===== src/rtl/mrf_pkg.sv =====
// Shared types, codes and the CRC-16/Modbus byte update for the RTU master framer.
package mrf_pkg;

	localparam logic [15:0] CRC_INIT = 16'hFFFF;
	localparam logic [15:0] CRC_POLY = 16'hA001;

	// action field of an input word
	localparam logic ACT_REQUEST = 1'b0;
	localparam logic ACT_RX      = 1'b1;

	// kind field of a result word
	localparam logic [1:0] KIND_REQ_BYTE = 2'd0;
	localparam logic [1:0] KIND_WORD     = 2'd1;
	localparam logic [1:0] KIND_STATUS   = 2'd2;

	// byte positions within the eight-byte request frame
	localparam logic [2:0] REQ_IDX_SLAVE   = 3'd0;
	localparam logic [2:0] REQ_IDX_FUNC    = 3'd1;
	localparam logic [2:0] REQ_IDX_ADDR_HI = 3'd2;
	localparam logic [2:0] REQ_IDX_ADDR_LO = 3'd3;
	localparam logic [2:0] REQ_IDX_CNT_HI  = 3'd4;
	localparam logic [2:0] REQ_IDX_CNT_LO  = 3'd5;
	localparam logic [2:0] REQ_IDX_CRC_LO  = 3'd6;
	localparam logic [2:0] REQ_IDX_CRC_HI  = 3'd7;

	typedef struct packed {
		logic        action;
		logic [7:0]  unit_id;
		logic [7:0]  function_code;
		logic [15:0] start_address;
		logic [15:0] reg_count;
		logic [7:0]  rx_byte;
	} item_t;

	typedef struct packed {
		logic [1:0]  kind;
		logic [7:0]  out_byte;
		logic [15:0] reg_address;
		logic [15:0] reg_value;
		logic        crc_ok;
		logic        last;
	} result_t;

	// work handed from front end to back end
	typedef enum logic [1:0] {
		CMD_REQ    = 2'd0,
		CMD_WORD   = 2'd1,
		CMD_STATUS = 2'd2
	} cmd_kind_t;

	typedef struct packed {
		cmd_kind_t   kind;
		logic [7:0]  unit_id;
		logic [7:0]  function_code;
		logic [15:0] address;    // start address (request) or register address (word)
		logic [15:0] value;      // register count (request) or data word
		logic        crc_ok;
	} cmd_t;

	// receive phase, one-hot
	typedef enum logic [7:0] {
		PH_HDR0 = 8'b0000_0001,
		PH_HDR1 = 8'b0000_0010,
		PH_CNT  = 8'b0000_0100,
		PH_DHI  = 8'b0000_1000,
		PH_DLO  = 8'b0001_0000,
		PH_CRCL = 8'b0010_0000,
		PH_CRCH = 8'b0100_0000,
		PH_DONE = 8'b1000_0000
	} phase_t;

	function automatic logic [15:0] crc_byte(input logic [15:0] crc, input logic [7:0] b);
		logic [15:0] c;
		c = crc ^ {8'h00, b};
		for (int k = 0; k < 8; k++) begin
			c = c[0] ? ((c >> 1) ^ CRC_POLY) : (c >> 1);
		end
		return c;
	endfunction

endpackage


===== src/rtl/modbus_rtu_master_framer.sv =====
// Top level of the Modbus RTU master framer: front end, work queue and back end.
// A request word (action 0) yields the eight-byte request frame - slave id, function code,
// start address and register count big-endian, then CRC-16/Modbus low byte first - and
// re-arms the response receiver. A receive word (action 1) carries one response byte; each
// completed big-endian data word comes out at once tagged with start address plus index,
// and the last byte of the frame yields a status word whose crc_ok must be 1 before the
// consumer trusts the words before it. Bytes after the frame end are dropped until the
// next request. Input words are taken one per cycle whenever full is low; receive bytes
// that finish nothing never occupy the queue. The result side delivers one word per cycle
// whenever the result register is empty or popped, so a request frame occupies the back
// end for all eight of its bytes while the front end keeps taking bytes into the
// QUEUE_DEPTH-entry queue. A result passes through a queue slot, written at the edge
// that accepts its input word, and then through the result register.
module modbus_rtu_master_framer #(
	parameter int QUEUE_DEPTH = 4    // 2 or more
) (
	input  logic             clk,
	input  logic             arst_n,
	input  logic             push,
	output logic             full,
	input  mrf_pkg::item_t   item,
	output logic             empty,
	input  logic             pop,
	output mrf_pkg::result_t result
);

	logic          accept;
	logic          cmd_valid;
	mrf_pkg::cmd_t cmd_in;
	mrf_pkg::cmd_t cmd_head;
	logic          cmd_empty;
	logic          cmd_pop;

	// a word is taken whenever the queue has room, even if it will not need it
	assign accept = push && !full;

	mrf_front u_front (
		.clk       (clk),
		.arst_n    (arst_n),
		.accept    (accept),
		.item      (item),
		.cmd_valid (cmd_valid),
		.cmd       (cmd_in)
	);

	mrf_queue #(
		.DEPTH (QUEUE_DEPTH)
	) u_queue (
		.clk     (clk),
		.arst_n  (arst_n),
		.wr_en   (cmd_valid),
		.wr_data (cmd_in),
		.full    (full),
		.rd_en   (cmd_pop),
		.rd_data (cmd_head),
		.empty   (cmd_empty)
	);

	mrf_back u_back (
		.clk       (clk),
		.arst_n    (arst_n),
		.cmd_empty (cmd_empty),
		.cmd       (cmd_head),
		.cmd_pop   (cmd_pop),
		.empty     (empty),
		.pop       (pop),
		.result    (result)
	);

endmodule


===== src/rtl/mrf_front.sv =====
// Front end: takes input words, runs the response receiver and issues work to the queue.
module mrf_front (
	input  logic            clk,
	input  logic            arst_n,
	input  logic            accept,
	input  mrf_pkg::item_t  item,
	output logic            cmd_valid,
	output mrf_pkg::cmd_t   cmd
);

	mrf_pkg::phase_t phase_q;
	logic [15:0]     crc_q;
	logic [7:0]      total_q;
	logic [15:0]     base_q;
	logic [6:0]      widx_q;
	logic [7:0]      hi_q;
	logic [7:0]      lo_q;
	logic            seen_q;
	logic [15:0]     crc_next;
	logic            rx_take;

	assign crc_next = mrf_pkg::crc_byte(crc_q, item.rx_byte);
	assign rx_take  = accept && (item.action == mrf_pkg::ACT_RX);

	always_comb begin
		cmd       = '0;
		cmd_valid = 1'b0;
		if (accept) begin
			if (item.action == mrf_pkg::ACT_REQUEST) begin
				cmd_valid          = 1'b1;
				cmd.kind           = mrf_pkg::CMD_REQ;
				cmd.unit_id        = item.unit_id;
				cmd.function_code  = item.function_code;
				cmd.address        = item.start_address;
				cmd.value          = item.reg_count;
			end else begin
				unique case (phase_q)
					mrf_pkg::PH_DLO: begin
						cmd_valid   = 1'b1;
						cmd.kind    = mrf_pkg::CMD_WORD;
						cmd.address = base_q + {9'd0, widx_q};
						cmd.value   = {hi_q, item.rx_byte};
					end
					mrf_pkg::PH_CRCH: begin
						cmd_valid  = 1'b1;
						cmd.kind   = mrf_pkg::CMD_STATUS;
						cmd.crc_ok = ({item.rx_byte, lo_q} == crc_q) && seen_q;
					end
					default: ;
				endcase
			end
		end
	end

	always_ff @(posedge clk or negedge arst_n) begin
		if (!arst_n) begin
			phase_q <= mrf_pkg::PH_HDR0;
			crc_q   <= mrf_pkg::CRC_INIT;
			total_q <= 8'd0;
			base_q  <= 16'd0;
			widx_q  <= 7'd0;
			seen_q  <= 1'b0;
		end else if (accept && (item.action == mrf_pkg::ACT_REQUEST)) begin
			phase_q <= mrf_pkg::PH_HDR0;
			crc_q   <= mrf_pkg::CRC_INIT;
			total_q <= 8'd0;
			base_q  <= item.start_address;
			widx_q  <= 7'd0;
			seen_q  <= 1'b1;
		end else if (rx_take) begin
			unique case (phase_q)
				mrf_pkg::PH_HDR0: begin
					crc_q   <= crc_next;
					phase_q <= mrf_pkg::PH_HDR1;
				end
				mrf_pkg::PH_HDR1: begin
					crc_q   <= crc_next;
					phase_q <= mrf_pkg::PH_CNT;
				end
				mrf_pkg::PH_CNT: begin
					crc_q   <= crc_next;
					total_q <= item.rx_byte;
					phase_q <= (item.rx_byte == 8'd0) ? mrf_pkg::PH_CRCL : mrf_pkg::PH_DHI;
				end
				mrf_pkg::PH_DHI: begin
					crc_q   <= crc_next;
					total_q <= total_q - 8'd1;
					phase_q <= (total_q == 8'd1) ? mrf_pkg::PH_CRCL : mrf_pkg::PH_DLO;
				end
				mrf_pkg::PH_DLO: begin
					crc_q   <= crc_next;
					total_q <= total_q - 8'd1;
					widx_q  <= widx_q + 7'd1;
					phase_q <= (total_q == 8'd1) ? mrf_pkg::PH_CRCL : mrf_pkg::PH_DHI;
				end
				mrf_pkg::PH_CRCL: phase_q <= mrf_pkg::PH_CRCH;
				mrf_pkg::PH_CRCH: phase_q <= mrf_pkg::PH_DONE;
				mrf_pkg::PH_DONE: ;
				default:          phase_q <= mrf_pkg::PH_DONE;
			endcase
		end
	end

	// data high byte and CRC low byte holds
	always_ff @(posedge clk) begin
		if (rx_take && (phase_q == mrf_pkg::PH_DHI)) begin
			hi_q <= item.rx_byte;
		end
		if (rx_take && (phase_q == mrf_pkg::PH_CRCL)) begin
			lo_q <= item.rx_byte;
		end
	end

endmodule


===== src/rtl/mrf_queue.sv =====
// Short first-in first-out queue of work between front end and back end.
module mrf_queue #(
	parameter int DEPTH = 4
) (
	input  logic           clk,
	input  logic           arst_n,
	input  logic           wr_en,
	input  mrf_pkg::cmd_t  wr_data,
	output logic           full,
	input  logic           rd_en,
	output mrf_pkg::cmd_t  rd_data,
	output logic           empty
);

	localparam int PTR_W = (DEPTH > 1) ? $clog2(DEPTH) : 1;
	localparam int CNT_W = $clog2(DEPTH + 1);
	localparam logic [PTR_W-1:0] PTR_TOP = PTR_W'(DEPTH - 1);
	localparam logic [CNT_W-1:0] CNT_TOP = CNT_W'(DEPTH);

	mrf_pkg::cmd_t    slot_q [DEPTH];
	logic [PTR_W-1:0] wr_ptr_q;
	logic [PTR_W-1:0] rd_ptr_q;
	logic [CNT_W-1:0] count_q;

	assign full    = (count_q == CNT_TOP);
	assign empty   = (count_q == '0);
	assign rd_data = slot_q[rd_ptr_q];

	always_ff @(posedge clk or negedge arst_n) begin
		if (!arst_n) begin
			wr_ptr_q <= '0;
			rd_ptr_q <= '0;
			count_q  <= '0;
		end else begin
			if (wr_en) begin
				wr_ptr_q <= (wr_ptr_q == PTR_TOP) ? '0 : wr_ptr_q + 1'b1;
			end
			if (rd_en) begin
				rd_ptr_q <= (rd_ptr_q == PTR_TOP) ? '0 : rd_ptr_q + 1'b1;
			end
			if (wr_en && !rd_en) begin
				count_q <= count_q + 1'b1;
			end else if (rd_en && !wr_en) begin
				count_q <= count_q - 1'b1;
			end
		end
	end

	always_ff @(posedge clk) begin
		if (wr_en) begin
			slot_q[wr_ptr_q] <= wr_data;
		end
	end

endmodule


===== src/rtl/mrf_back.sv =====
// Back end: serialises request frames with their CRC and drives the result register.
module mrf_back (
	input  logic             clk,
	input  logic             arst_n,
	input  logic             cmd_empty,
	input  mrf_pkg::cmd_t    cmd,
	output logic             cmd_pop,
	output logic             empty,
	input  logic             pop,
	output mrf_pkg::result_t result
);

	logic             req_active_q;
	logic [2:0]       idx_q;
	logic [15:0]      crc_q;
	logic [7:0]       func_q;
	logic [15:0]      addr_q;
	logic [15:0]      cnt_q;
	logic             out_valid_q;
	mrf_pkg::result_t out_q;

	logic             out_free;
	logic             load;
	logic [7:0]       req_byte;
	mrf_pkg::result_t next_out;
	logic             start_req;

	assign out_free  = !out_valid_q || pop;
	assign cmd_pop   = out_free && !req_active_q && !cmd_empty;
	assign load      = out_free && (req_active_q || !cmd_empty);
	assign start_req = cmd_pop && (cmd.kind == mrf_pkg::CMD_REQ);
	assign empty     = !out_valid_q;
	assign result    = out_q;

	always_comb begin
		unique case (idx_q)
			mrf_pkg::REQ_IDX_FUNC:    req_byte = func_q;
			mrf_pkg::REQ_IDX_ADDR_HI: req_byte = addr_q[15:8];
			mrf_pkg::REQ_IDX_ADDR_LO: req_byte = addr_q[7:0];
			mrf_pkg::REQ_IDX_CNT_HI:  req_byte = cnt_q[15:8];
			mrf_pkg::REQ_IDX_CNT_LO:  req_byte = cnt_q[7:0];
			mrf_pkg::REQ_IDX_CRC_LO:  req_byte = crc_q[7:0];
			mrf_pkg::REQ_IDX_CRC_HI:  req_byte = crc_q[15:8];
			default:                  req_byte = 8'h00;
		endcase
	end

	always_comb begin
		next_out = '0;
		if (req_active_q) begin
			next_out.kind     = mrf_pkg::KIND_REQ_BYTE;
			next_out.out_byte = req_byte;
			next_out.last     = (idx_q == mrf_pkg::REQ_IDX_CRC_HI);
		end else begin
			unique case (cmd.kind)
				mrf_pkg::CMD_REQ: begin
					next_out.kind     = mrf_pkg::KIND_REQ_BYTE;
					next_out.out_byte = cmd.unit_id;
				end
				mrf_pkg::CMD_WORD: begin
					next_out.kind        = mrf_pkg::KIND_WORD;
					next_out.reg_address = cmd.address;
					next_out.reg_value   = cmd.value;
				end
				mrf_pkg::CMD_STATUS: begin
					next_out.kind   = mrf_pkg::KIND_STATUS;
					next_out.crc_ok = cmd.crc_ok;
					next_out.last   = 1'b1;
				end
				default: ;
			endcase
		end
	end

	always_ff @(posedge clk or negedge arst_n) begin
		if (!arst_n) begin
			req_active_q <= 1'b0;
			idx_q        <= mrf_pkg::REQ_IDX_SLAVE;
			out_valid_q  <= 1'b0;
		end else begin
			if (load) begin
				out_valid_q <= 1'b1;
			end else if (out_free) begin
				out_valid_q <= 1'b0;
			end
			if (req_active_q && out_free) begin
				idx_q <= idx_q + 3'd1;
				if (idx_q == mrf_pkg::REQ_IDX_CRC_HI) begin
					req_active_q <= 1'b0;
				end
			end else if (start_req) begin
				req_active_q <= 1'b1;
				idx_q        <= mrf_pkg::REQ_IDX_FUNC;
			end
		end
	end

	always_ff @(posedge clk) begin
		if (load) begin
			out_q <= next_out;
		end
		if (start_req) begin
			func_q <= cmd.function_code;
			addr_q <= cmd.address;
			cnt_q  <= cmd.value;
			crc_q  <= mrf_pkg::crc_byte(mrf_pkg::CRC_INIT, cmd.unit_id);
		end else if (req_active_q && out_free && (idx_q <= mrf_pkg::REQ_IDX_CNT_LO)) begin
			crc_q <= mrf_pkg::crc_byte(crc_q, req_byte);
		end
	end

	a_pop_only_idle: assert property (@(posedge clk) disable iff (!arst_n)
		cmd_pop |-> !req_active_q)
		else $error("queue popped while a request frame is being sent");

	a_idx_past_slave: assert property (@(posedge clk) disable iff (!arst_n)
		req_active_q |-> (idx_q != mrf_pkg::REQ_IDX_SLAVE))
		else $error("request serialiser at slave byte while active");

	a_frame_ends: assert property (@(posedge clk) disable iff (!arst_n)
		(load && req_active_q && (idx_q == mrf_pkg::REQ_IDX_CRC_HI)) |=> !req_active_q)
		else $error("request serialiser did not stop after CRC high byte");

endmodule

===== config.mk =====
export PLATFORM = sky130hd
export DESIGN_NAME = modbus_rtu_master_framer
export DESIGN_NICKNAME = d
export VERILOG_FILES = /design/src/rtl/mrf_pkg.sv /design/src/rtl/modbus_rtu_master_framer.sv /design/src/rtl/mrf_front.sv /design/src/rtl/mrf_queue.sv /design/src/rtl/mrf_back.sv
export SDC_FILE = /design/constraint.sdc
export NUM_CORES = 1
export LEC_CHECK = 0
export ABC_AREA = 0
export BUFFER_PORTS_ARGS = -buffer_cell sky130_fd_sc_hd__buf_2
export CORE_MARGIN = 5
export CORE_UTILIZATION = 50
export CTS_BUF_LIST = sky130_fd_sc_hd__clkbuf_4 sky130_fd_sc_hd__clkbuf_8
export CTS_CLUSTER_SIZE = 10
export DETAILED_ROUTE_END_ITERATION = 10
export GPL_TIMING_DRIVEN = 0
export PLACE_DENSITY = 0.64
export SLEW_MARGIN = 10
export SYNTH_ARGS = -nofsm -noshare
export SYNTH_HDL_FRONTEND = slang
export SYNTH_SLANG_ARGS = --single-unit

===== constraint.sdc =====
create_clock -name clk -period 7.83 [get_ports clk]
set_input_delay 0.3915 -clock clk [delete_from_list [all_inputs] [get_ports clk]]
set_output_delay 0.3915 -clock clk [all_outputs]
set_load 0.01 [all_outputs]

Word level (Yosys, flattened, before mapping)
Memories as Yosys holds them, arrays and structs flattened.
Index checks and enable logic that the tools add are counted.

cells by class
  add/subtract/negate cells = 8
  order comparisons = 1
  equality and inequality tests = 24
  muxes and demuxes = 71
  bitwise operators = 30
  reductions and logical operators = 43

operator list
  kind                                           count
  2-to-1 mux 16 bit                              30
  one-hot mux 8 bit (7 select lines)             2
  inverter 2 -> 3 bit                            24
  2-to-1 mux 32 bit                              2
  2-to-1 mux 51 bit                              1
  2-to-1 mux 8 bit                               6
  XOR 16 x 8 -> 16 bit                           2
  2-to-1 mux 7 bit                               3
  2-to-1 mux 6 bit                               3
  adder 16 x 7 -> 16 bit                         1
  == test 16 bit                                 1
  == test 8 x 1 -> 1 bit, second input constant  2
  inverter 8 -> 16 bit                           1
  one-hot mux 8 bit (2 select lines)             1
  == test 3 bit, second input constant           5
  logical AND 1 bit                              14
  2-to-1 mux 1 bit                               14
  nonzero test 2 bit                             7
  2-to-1 mux 3 bit                               4
  AND reduction 2 bit                            5
  == test 8 x 2 -> 1 bit, second input constant  1
  == test 8 x 3 -> 1 bit, second input constant  1
  == test 8 x 4 -> 1 bit, second input constant  1
  == test 8 x 5 -> 1 bit, second input constant  1
  other kinds (25)                               45

storage, ports and cells
  flip-flop bits (word level) = 184
  bits in writable memories = 204
  input port bits = 61
  output and inout bits = 46
  word-level logic and storage cells = 202
  memories = 1

memories
  memory          depth  bits a word  read ports  clocked after Yosys merged registers in  wr ports  line             source
  u_queue.slot_q  4      51           1           0                                        1         mrf_queue.sv:20  mrf_pkg::cmd_t slot_q [DEPTH];

Logic depth before layout (Yosys ltp)
Gate-level depths: netlist of the first run.

  depth after elaboration = 21
  depth in mapped cells = 14

Cells and area by module
From an unflattened synthesis of the first run, not the netlist that was laid out.

second synthesis, totals
  cell total of the unflattened synthesis = 1,119
  area, all modules = 17,087.6 um^2

modules (own cells, without submodules)
  module                    times used  cells each  area an instance (um^2)  seq. area each (um^2)
  mrf_queue                 1           304         7,837.5                  6,301.0
  mrf_back                  1           347         4,916.0                  3,128.0
  mrf_front                 1           467         4,320.4                  1,903.1
  modbus_rtu_master_framer  1           1           13.8                     0.0

Worst setup path before layout of the first run
OpenSTA, ideal clock, no wires.

  kind = flip-flop to flip-flop
  from = register u_queue.rd_ptr_q[0]
  to = register u_back.crc_q[6] (data pin)
  library setup time = 0.304 ns
  data arrival time = 2.985 ns
  required time = 7.526 ns
  path slack = 4.541 ns
  stages on the path, launching flop included = 8
  buffers on the path = 3
  period minus slack after synthesis = 3.289 ns
  cell sequence = dfrtp_1 -> buf_2 -> buf_2 -> mux4_2 -> or3_1 -> clkbuf_1 -> inv_1 -> o21ai_0

on the way
  elaborated cells on any way between the ends = 13
  those cells by class = mux (9); bitwise (1); reduce/logical (2); memory (1)

RTL lines
  item                        line             source
  from (decl)                 mrf_queue.sv:22  logic [PTR_W-1:0] rd_ptr_q;
  from (signal assigned)      mrf_queue.sv:39  rd_ptr_q <= (rd_ptr_q == PTR_TOP) ? '0 : rd_ptr_q + 1'b1;
  memory (4 x 51 bit)         --
  logical NOT 2 bit           mrf_back.sv:31   assign start_req = cmd_pop && (cmd.kind == mrf_pkg::CMD_REQ);
  logical AND 1 bit           mrf_back.sv:31
  named net u_back.start_req  mrf_back.sv:26   logic start_req;
  2-to-1 mux 16 bit           mrf_back.sv:102  if (start_req) begin
  to (signal assigned)        mrf_back.sv:106  crc_q <= mrf_pkg::crc_byte(mrf_pkg::CRC_INIT, cmd.unit_id);
  to (signal assigned)        mrf_back.sv:108  crc_q <= mrf_pkg::crc_byte(crc_q, req_byte);
  to (decl)                   mrf_back.sv:15   logic [15:0] crc_q;

The timed path passes the listed nets, and every way through them passes these cells.
A chain may end at the register's enable or synchronous reset.

Final worst setup path of the first run
  from = register u_back.idx_q[2]
  to = register u_back.crc_q[0] (data pin)

on the way
  longest elaborated chain between the ends = 14
  elaborated cells on any way between the ends = 26
  those cells by class = eq/ne (7); mux (11); bitwise (8)

RTL lines
  item                                                                line             source
  from (decl)                                                         mrf_back.sv:14   logic [2:0] idx_q;
  from (signal assigned)                                              mrf_back.sv:78   idx_q <= mrf_pkg::REQ_IDX_SLAVE;
  from (signal assigned)                                              mrf_back.sv:87   idx_q <= idx_q + 3'd1;
  from (signal assigned)                                              mrf_back.sv:93   idx_q <= mrf_pkg::REQ_IDX_FUNC;
  == test 3 bit (tied with other cells)                               mrf_back.sv:36   unique case (idx_q)
  one-hot mux 8 bit (7 select lines) (*)                              mrf_back.sv:36
  XOR 16 x 8 -> 16 bit (*)                                            mrf_pkg.sv:74    c = crc ^ {8'h00, b};
  2-to-1 mux 16 bit (*) (6 in a row)                                  mrf_pkg.sv:76    c = c[0] ? ((c >> 1) ^ CRC_POLY) : (c >> 1);
  inverter 2 -> 3 bit (no line) or 2-to-1 mux 16 bit (tied branches)  --
  2-to-1 mux 16 bit (*) (2 in a row)                                  mrf_pkg.sv:76
  2-to-1 mux 16 bit (*)                                               mrf_back.sv:107  end else if (req_active_q && out_free && (idx_q <= mrf_pkg::REQ_IDX_CNT_LO)) begin
  2-to-1 mux 16 bit (*)                                               mrf_back.sv:102

Every way passes the cells marked *; elsewhere a longest branch is shown, timed or not. The select of a mux whose other input is x is not followed.

==> out/results.tsv, run 1 <==
stage	metric	value	unit
routing	Vias	9857	
critical_path	worst path cell trace	buf_6, buf_8, inv_1, ha_1, clkbuf_1, a22o_1, a221oi_4, nand2_4, mux2_4, a211oi_2, xnor2_1, xnor3_2, xnor2_1, a21o_1	
critical_path	Worst Setup End Kind	flop	
grt	GRT Total Usage	20.3	%
placement	dpl hpwl	25.8	mm
floorplanning	core area	33300	um^2
clocking	Reg clk slew, reported paths	0.06	ns
routing	Antenna Violating Nets Remaining	0	
synthesis	Avg Cell Area, Syn	15.0	um^2
critical_path	Crit Path Class	flop to flop	
clocking	Worst-Skew Late Latency	0.61	ns
floorplanning	DIE AREA	37200	um^2
final_layout	NumNets Final	1392	
critical_path	Worst Path Buf+Inv	4	
synthesis	area of the mapped netlist	16700	um^2
synthesis	ys flop type	edfxtp_1	
floorplanning	die width	193	um
flow_run	max cap viols	0	
final_layout	antenna cells	0	
clocking	PostCTS Resize Cnt	0	
timing	Max Slew Vio Count	0	
grt	largest net degree at the start of global routing	59	
power	Leak Pwr	7.26	nW
timing	Rel. slew slack	18.5	%
final_layout	fin cells	1803	
synthesis	most numerous cell in the Yosys netlist	edfxtp_1	
timing	setup TNS	0	ns
timing	Hold Fails Final Rpt	0	
critical_path	startpoint types	flop	
routing	Vias/cell	5.47	
critical_path	critical path peak fanout	10	
min_path	hold path depth	3	
final_layout	share of post-route cells with drive strength above 1	22.8	%
routing	total iterations of the first detailed-routing run	5	
grt	initial antenna violation count	0	
critical_path	cell count along the critical path	14	
timing	RSZ-0062 raised after global routing	no	
placement	placed instance count	1677	
synthesis	Synth top cells by count	edfxtp_1, nand2_1, xnor2_1, nor2_1	
critical_path	Most common cell on crit path	xnor2_1	
timing	Final setup viols	0	
timing	Worst-Margin Slew	1.21	ns
critical_path	CP required	8.18	ns
synthesis	post-synth cell types	66	
timing	Final Skew	0.0196	ns
final_layout	sequential cell area	11300	um^2
clocking	CTS tree	done	
floorplanning	Rows	67	
grt	number of global-route vias before repair	9942	
critical_path	worst reg-to-reg path cell count	14	
synthesis	Synth Register Bits	388	
final_layout	Multi-input gate area	5120	um^2
synthesis	synth top area cells	edfxtp_1, dfrtp_1, mux4_2, xnor2_1, dfstp_2	
placement	GPL Wtd Cong	0.901	
power	PD cells	380	nW/um^2
placement	port buffer count	106	
floorplanning	Initial Utilization	50.3	%
clocking	post-CTS repair timing setup buffer count	0	
routing	DR WL/cell	20.6	um
critical_path	worst endpoint data arrival time	4.07	ns
critical_path	slowest stage cell, crit path	dfrtp_1	
min_path	hold crit path type	primary input to flop	
clocking	maximum clock path buffer count	3	
synthesis	Post-Syn Nets	1204	
floorplanning	Die H	193	um
synthesis	post-synthesis sequential area ratio	67.7	%
run_status	outcome	finished clean	
synthesis	Post-synth EDFFs	320	
power	Worst VDD drop	0.242	mV
clocking	CTS Sinks	388	
clocking	CTS H-tree depth	2	
timing	fin crit period	3.73	ns
synthesis	post-synth top area share	57.4	%
final_layout	synth-to-layout area growth	15.8	%
timing	part of the cycle the worst path needs	47.6	%
timing	Fmax	0.268	GHz
grt	first-pass GRT wire length	57.1	mm
critical_path	cell family with most CP delay	compound AO/OA/AOI/OAI gates	
grt	grt total ovfl	0	
synthesis	Synth Instances	1119	
routing	DRT iter0 DRCs	611	
critical_path	Worst path max stage delay	0.41	ns
clocking	root buffer cell	clkbuf_8	
final_layout	fill cell count	2675	
floorplanning	IO Pins	107	
routing	DRC	0	
synthesis	Yosys warning count	0	
routing	Post-Route WL	37.1	mm
clocking	CTS Hold Bufs	15	
synthesis	Post-synth ARST share	17.5	%
clocking	CTS buffer count	61	
synthesis	leading area contributor after synthesis	edfxtp_1	
[stage by stage]
stage	worst slack [ns]	cell area, um^2	hold slack (ns)	utilization [%]	power [mW]
floorplan	4.54	16700	0.0959	-	4.92
global placement	3.34	17800	0.455	53.6	5.58
detailed placement	4.08	18000	0.268	53.9	5.63
CTS	4.06	19400	0.00157	58.2	7.42
global route	3.89	19400	0.0148	58.2	7.78
finish	4.10	19400	0.0500	58.2	7.36
[cell usage in the layout (no fill, tap or decap), drive strengths merged, types with 8 or more instances in the layout]
cell	Yosys	layout
ha	22	22
nor4	8	8
buf	12	122
a21oi	46	46
nor3	10	10
nand3	9	9
edfxtp	320	320
and2	41	41
inv	24	24
nand2	114	114
a31oi	12	12
a21o	8	8
o21ai	51	51
a22o	26	26
dfrtp	51	51
dfstp	17	17
mux4	51	51
xor2	35	35
xnor2	60	60
dlygate4sd3	0	15
and3	20	20
mux2	14	14
nor2	53	53
clkbuf	39	122
nand2b	9	9
clkinv	0	21
[logic make-up (layout without fill, tap and decap cells)]
group | after synthesis | in the layout | share of synthesized area, %
simple gates | 292 | 292 | 8.48
compound gates | 177 | 177 | 6.97
xor+xnor | 96 | 96 | 5.11
buf+inv | 75 | 311 | 1.83
fa+ha+maj | 24 | 24 | 1.88
flops | 388 | 388 | 67.7
mux | 67 | 67 | 8.01
[worst min-delay path: cells and delay by family]
family | cells | cell delay (ns)
and+or+nand+nor | 2 | 0.15
buffers and inverters | 1 | 0.08
[where the power goes]
part | leakage [nW] | switching [mW] | internal, mW | total, mW
clock | 0.661 | 0.755 | 1.01 | 1.76
sequential | 3.85 | 0.192 | 2.80 | 2.99
combinational | 2.75 | 1.44 | 1.16 | 2.60
[state kept, by name, indices dropped and copies added (netlist names)]
signal and count:
u_front.hi_q 8, u_back.cnt_q 16, u_back.func_q 8, u_front.crc_q 16, u_queue.rd_ptr_q 2, u_queue.wr_ptr_q 2, u_back.crc_q 16, u_queue.slot_q 204
u_front.base_q 16, u_back.req_active_q 1, u_back.out_valid_q 1, u_back.addr_q 16, u_front.widx_q 7, u_front.total_q 8, u_front.seen_q 1, u_front.lo_q 8
u_back.result 44, u_back.idx_q 3, u_queue.count_q 3, u_front.phase_q 8
[final cells by class]
| cell class | count | share of cell area [%] |
|---|---|---|
| sequential | 388 | 58.5 |
| multi-input combinational | 656 | 26.4 |
| clock buffer | 83 | 5.28 |
| timing repair buffer | 125 | 4.06 |
| tap | 448 | 2.89 |
| clock inverter | 28 | 1.29 |
| buffer | 51 | 1.12 |
| inverter | 24 | 0.465 |
[final timing paths]
path	from	to	slack, ns
max	u_back.idx_q[2]	u_back.crc_q[0]	4.10
min	item[25]	u_front.base_q[1]	0.05
max reg2reg	u_back.idx_q[2]	u_back.crc_q[0]	4.10
min reg2reg	u_front.base_q[0]	u_front.base_q[0]	0.48
max in group asynchronous	arst_n	u_front.crc_q[3]	7.00
min in group asynchronous	arst_n	u_back.out_valid_q	0.20
[per-layer routing]
metal / GRT usage (%) / up-vias / part of all wire [%]
li1: - / 4601 / -
met1: 29.3 / 4909 / 44
met2: 31.7 / 285 / 48
met3: 3.33 / 62 / 5.2
met4: 7.19 / 0 / 2.9
met5: 0 / - / 0
Power figures use the tool's default switching activity.
==> run 2, diff against run 1 <==
- PLACE_DENSITY: 0.64 -> 0.66
- clock period: 7.83 -> 3.2 ns (I/O delays scaled with it)
==> out/results.tsv, run 2 (synthesis results as in run 1) <==
stage	metric	value	unit
final_layout	antenna cells	0	
critical_path	cell family with most CP delay	compound AO/OA/AOI/OAI gates	
floorplanning	Initial Utilization	50.3	%
critical_path	Worst Path Buf+Inv	0	
placement	GPL Wtd Cong	0.918	
critical_path	worst reg-to-reg path cell count	11	
placement	placed instance area	17900	um^2
routing	DRC	0	
power	Clock power frac	22.9	%
critical_path	slowest stage cell, crit path	xnor3_2	
critical_path	worst endpoint data arrival time	3.67	ns
run_status	outcome	finished, violations left	
grt	first-pass GRT wire length	58.9	mm
clocking	maximum clock path buffer count	3	
timing	Rel. slew slack	18.5	%
floorplanning	Rows	67	
final_layout	final instance area	20000	um^2
critical_path	reg2reg end	u_back.crc_q[0]	
min_path	hold crit path type	primary input to asynchronous set/reset pin	
critical_path	Worst setup startpoint	u_back.idx_q[1]	
routing	Vias	10200	
power	sw frac	33.4	%
timing	Fmax	0.306	GHz
flow_run	max cap viols	0	
final_layout	NumNets Final	1442	
critical_path	R2R Path Start	u_back.idx_q[1]	
power	Gate power share	37.0	%
final_layout	synth-to-layout area growth	19.2	%
final_layout	most frequent cells in the layout	edfxtp_1, nand2_1, buf_2	
floorplanning	core area	33300	um^2
critical_path	Most common cell on crit path	ha_4	
critical_path	R2R setup slack	-0.07	ns
power	Leak Pwr	7.48	nW
critical_path	cell count along the critical path	11	
clocking	CTS buffer count	60	
timing	RSZ-0062 raised after global routing	yes	
floorplanning	DIE AREA	37200	um^2
grt	largest net degree at the start of global routing	58	
critical_path	critical path peak fanout	8	
power	Net Switching	6.11	mW
critical_path	Worst Setup End Kind	flop	
power	Internal Power	12.2	mW
clocking	root buffer cell	clkbuf_8	
critical_path	CP required	3.60	ns
final_layout	Largest register FFs	204	
timing	fin crit period	3.27	ns
power	PD cells	918	nW/um^2
timing	Hold Fails Final Rpt	0	
final_layout	Most flops, register	u_queue.slot_q	
floorplanning	IO Pins	107	
routing	Post-Route WL	38.5	mm
routing	DR WL/cell	20.8	um
critical_path	Crit Path Class	flop to flop	
critical_path	worst path cell trace	ha_4, ha_4, a22o_1, a221o_1, a211o_1, a21oi_2, xnor2_2, xor2_1, xnor3_2, xnor2_1, a21o_1	
critical_path	startpoint types	flop	
grt	GRT Total Usage	21.0	%
routing	Antenna Violating Nets Remaining	0	
power	Flop pwr share	40.1	%
clocking	Worst-Skew Late Latency	0.65	ns
run_status	failing checks	setup timing	
placement	dpl hpwl	25.6	mm
clocking	CTS Sinks	388	
floorplanning	die width	193	um
placement	port buffer count	106	
final_layout	most common cell after layout, fill and taps aside	edfxtp_1	
grt	number of global-route vias before repair	10300	
routing	DRT iter0 DRCs	873	
grt	initial antenna violation count	0	
routing	total iterations of the first detailed-routing run	5	
final_layout	share of post-route cells with drive strength above 1	24.5	%
power	Worst VDD drop	0.803	mV
timing	Final setup viols	2	
timing	Worst-Margin Slew	1.21	ns
clocking	CTS H-tree depth	2	
timing	final setup margin	-0.0696	ns
clocking	Reg clk slew, reported paths	0.07	ns
critical_path	Worst path max stage delay	0.48	ns
grt	grt total ovfl	0	
floorplanning	Die H	193	um
routing	Vias/cell	5.50	
timing	Final Skew	0.0418	ns
clocking	CTS tree	done	
timing	part of the cycle the worst path needs	102	%
timing	Max Slew Vio Count	0	
power	total power	18.3	mW
[run 2: per-layer routing]
metal	global-route usage [%]	wire, um
met5	0	0
met2	33.6	18500
met1	29.5	16600
met4	7.30	1030
met3	3.51	2340
[run 2: area by class of cell]
type / instances / area, um^2
buffer: 47 / 228
clock buffer: 80 / 1010
clock inverter: 31 / 224
fill: 2593 / 13300
inverter: 24 / 93.8
multi-input combinational: 656 / 5230
sequential: 388 / 11300
tap: 448 / 561
timing repair buffer: 178 / 1260
timing repair inverter: 2 / 15.0
[run 2: how the worst max path moves through the flow]
stage | endpoint | slack, ns
2_1_floorplan | u_back.crc_q[0] | -0.04
3_5_place_dp | u_back.crc_q[6] | -0.56
6_report | u_back.crc_q[0] | -0.07
5_1_grt | u_back.crc_q[0] | -0.14
4_1_cts | u_back.crc_q[0] | -0.04
3_3_place_gp | u_queue.slot_q[0][30] | -1.18
[run 2: worst register-to-register path, stage by stage (launching register included)]
cell and delay [ns]:
dfrtp_2 0.46, ha_4 0.20, ha_4 0.20, a22o_1 0.26, a221o_1 0.31, a211o_1 0.29, a21oi_2 0.18, xnor2_2 0.15
xor2_1 0.19, xnor3_2 0.48, xnor2_1 0.14, a21o_1 0.18
[run 2: through the flow]
step / util [%] / setup WS, ns / std cells / hold WS, ns / setup TNS, ns
2_1_floorplan: - / -0.0420 / 1119 / -0.136 / -0.0420
3_3_place_gp: 53.6 / -1.18 / 1673 / 0.376 / -312.30
3_5_place_dp: 53.8 / -0.564 / 1675 / 0.0527 / -33.84
4_1_cts: 59.8 / -0.0373 / 1854 / 0.0407 / -0.0373
5_1_grt: 60.0 / -0.136 / 1854 / 0.0871 / -0.237
6_report: 60.0 / -0.0696 / 1854 / 0.0609 / -0.0952
[run 2: power groups by stage]
| stage | registers, mW | clock network [mW] | logic, mW |
|---|---|---|---|
| 4_1_cts | 7.33 | 4.29 | 6.65 |
| 6_report | 7.34 | 4.20 | 6.78 |
| 2_1_floorplan | 7.41 | 0 | 4.63 |
| 3_3_place_gp | 7.43 | 0 | 6.26 |
| 5_1_grt | 7.43 | 4.53 | 7.34 |
| 3_5_place_dp | 7.43 | 0 | 6.33 |
[run 2: timing repair]
action,4_1_cts,5_1_grt
pin swaps,8,11
setup buffers,10,0
hold endpoints to repair,280,0
setup endpoints to repair,115,59
gates resized for setup,30,21
hold buffers,60,0
gates cloned,1,1
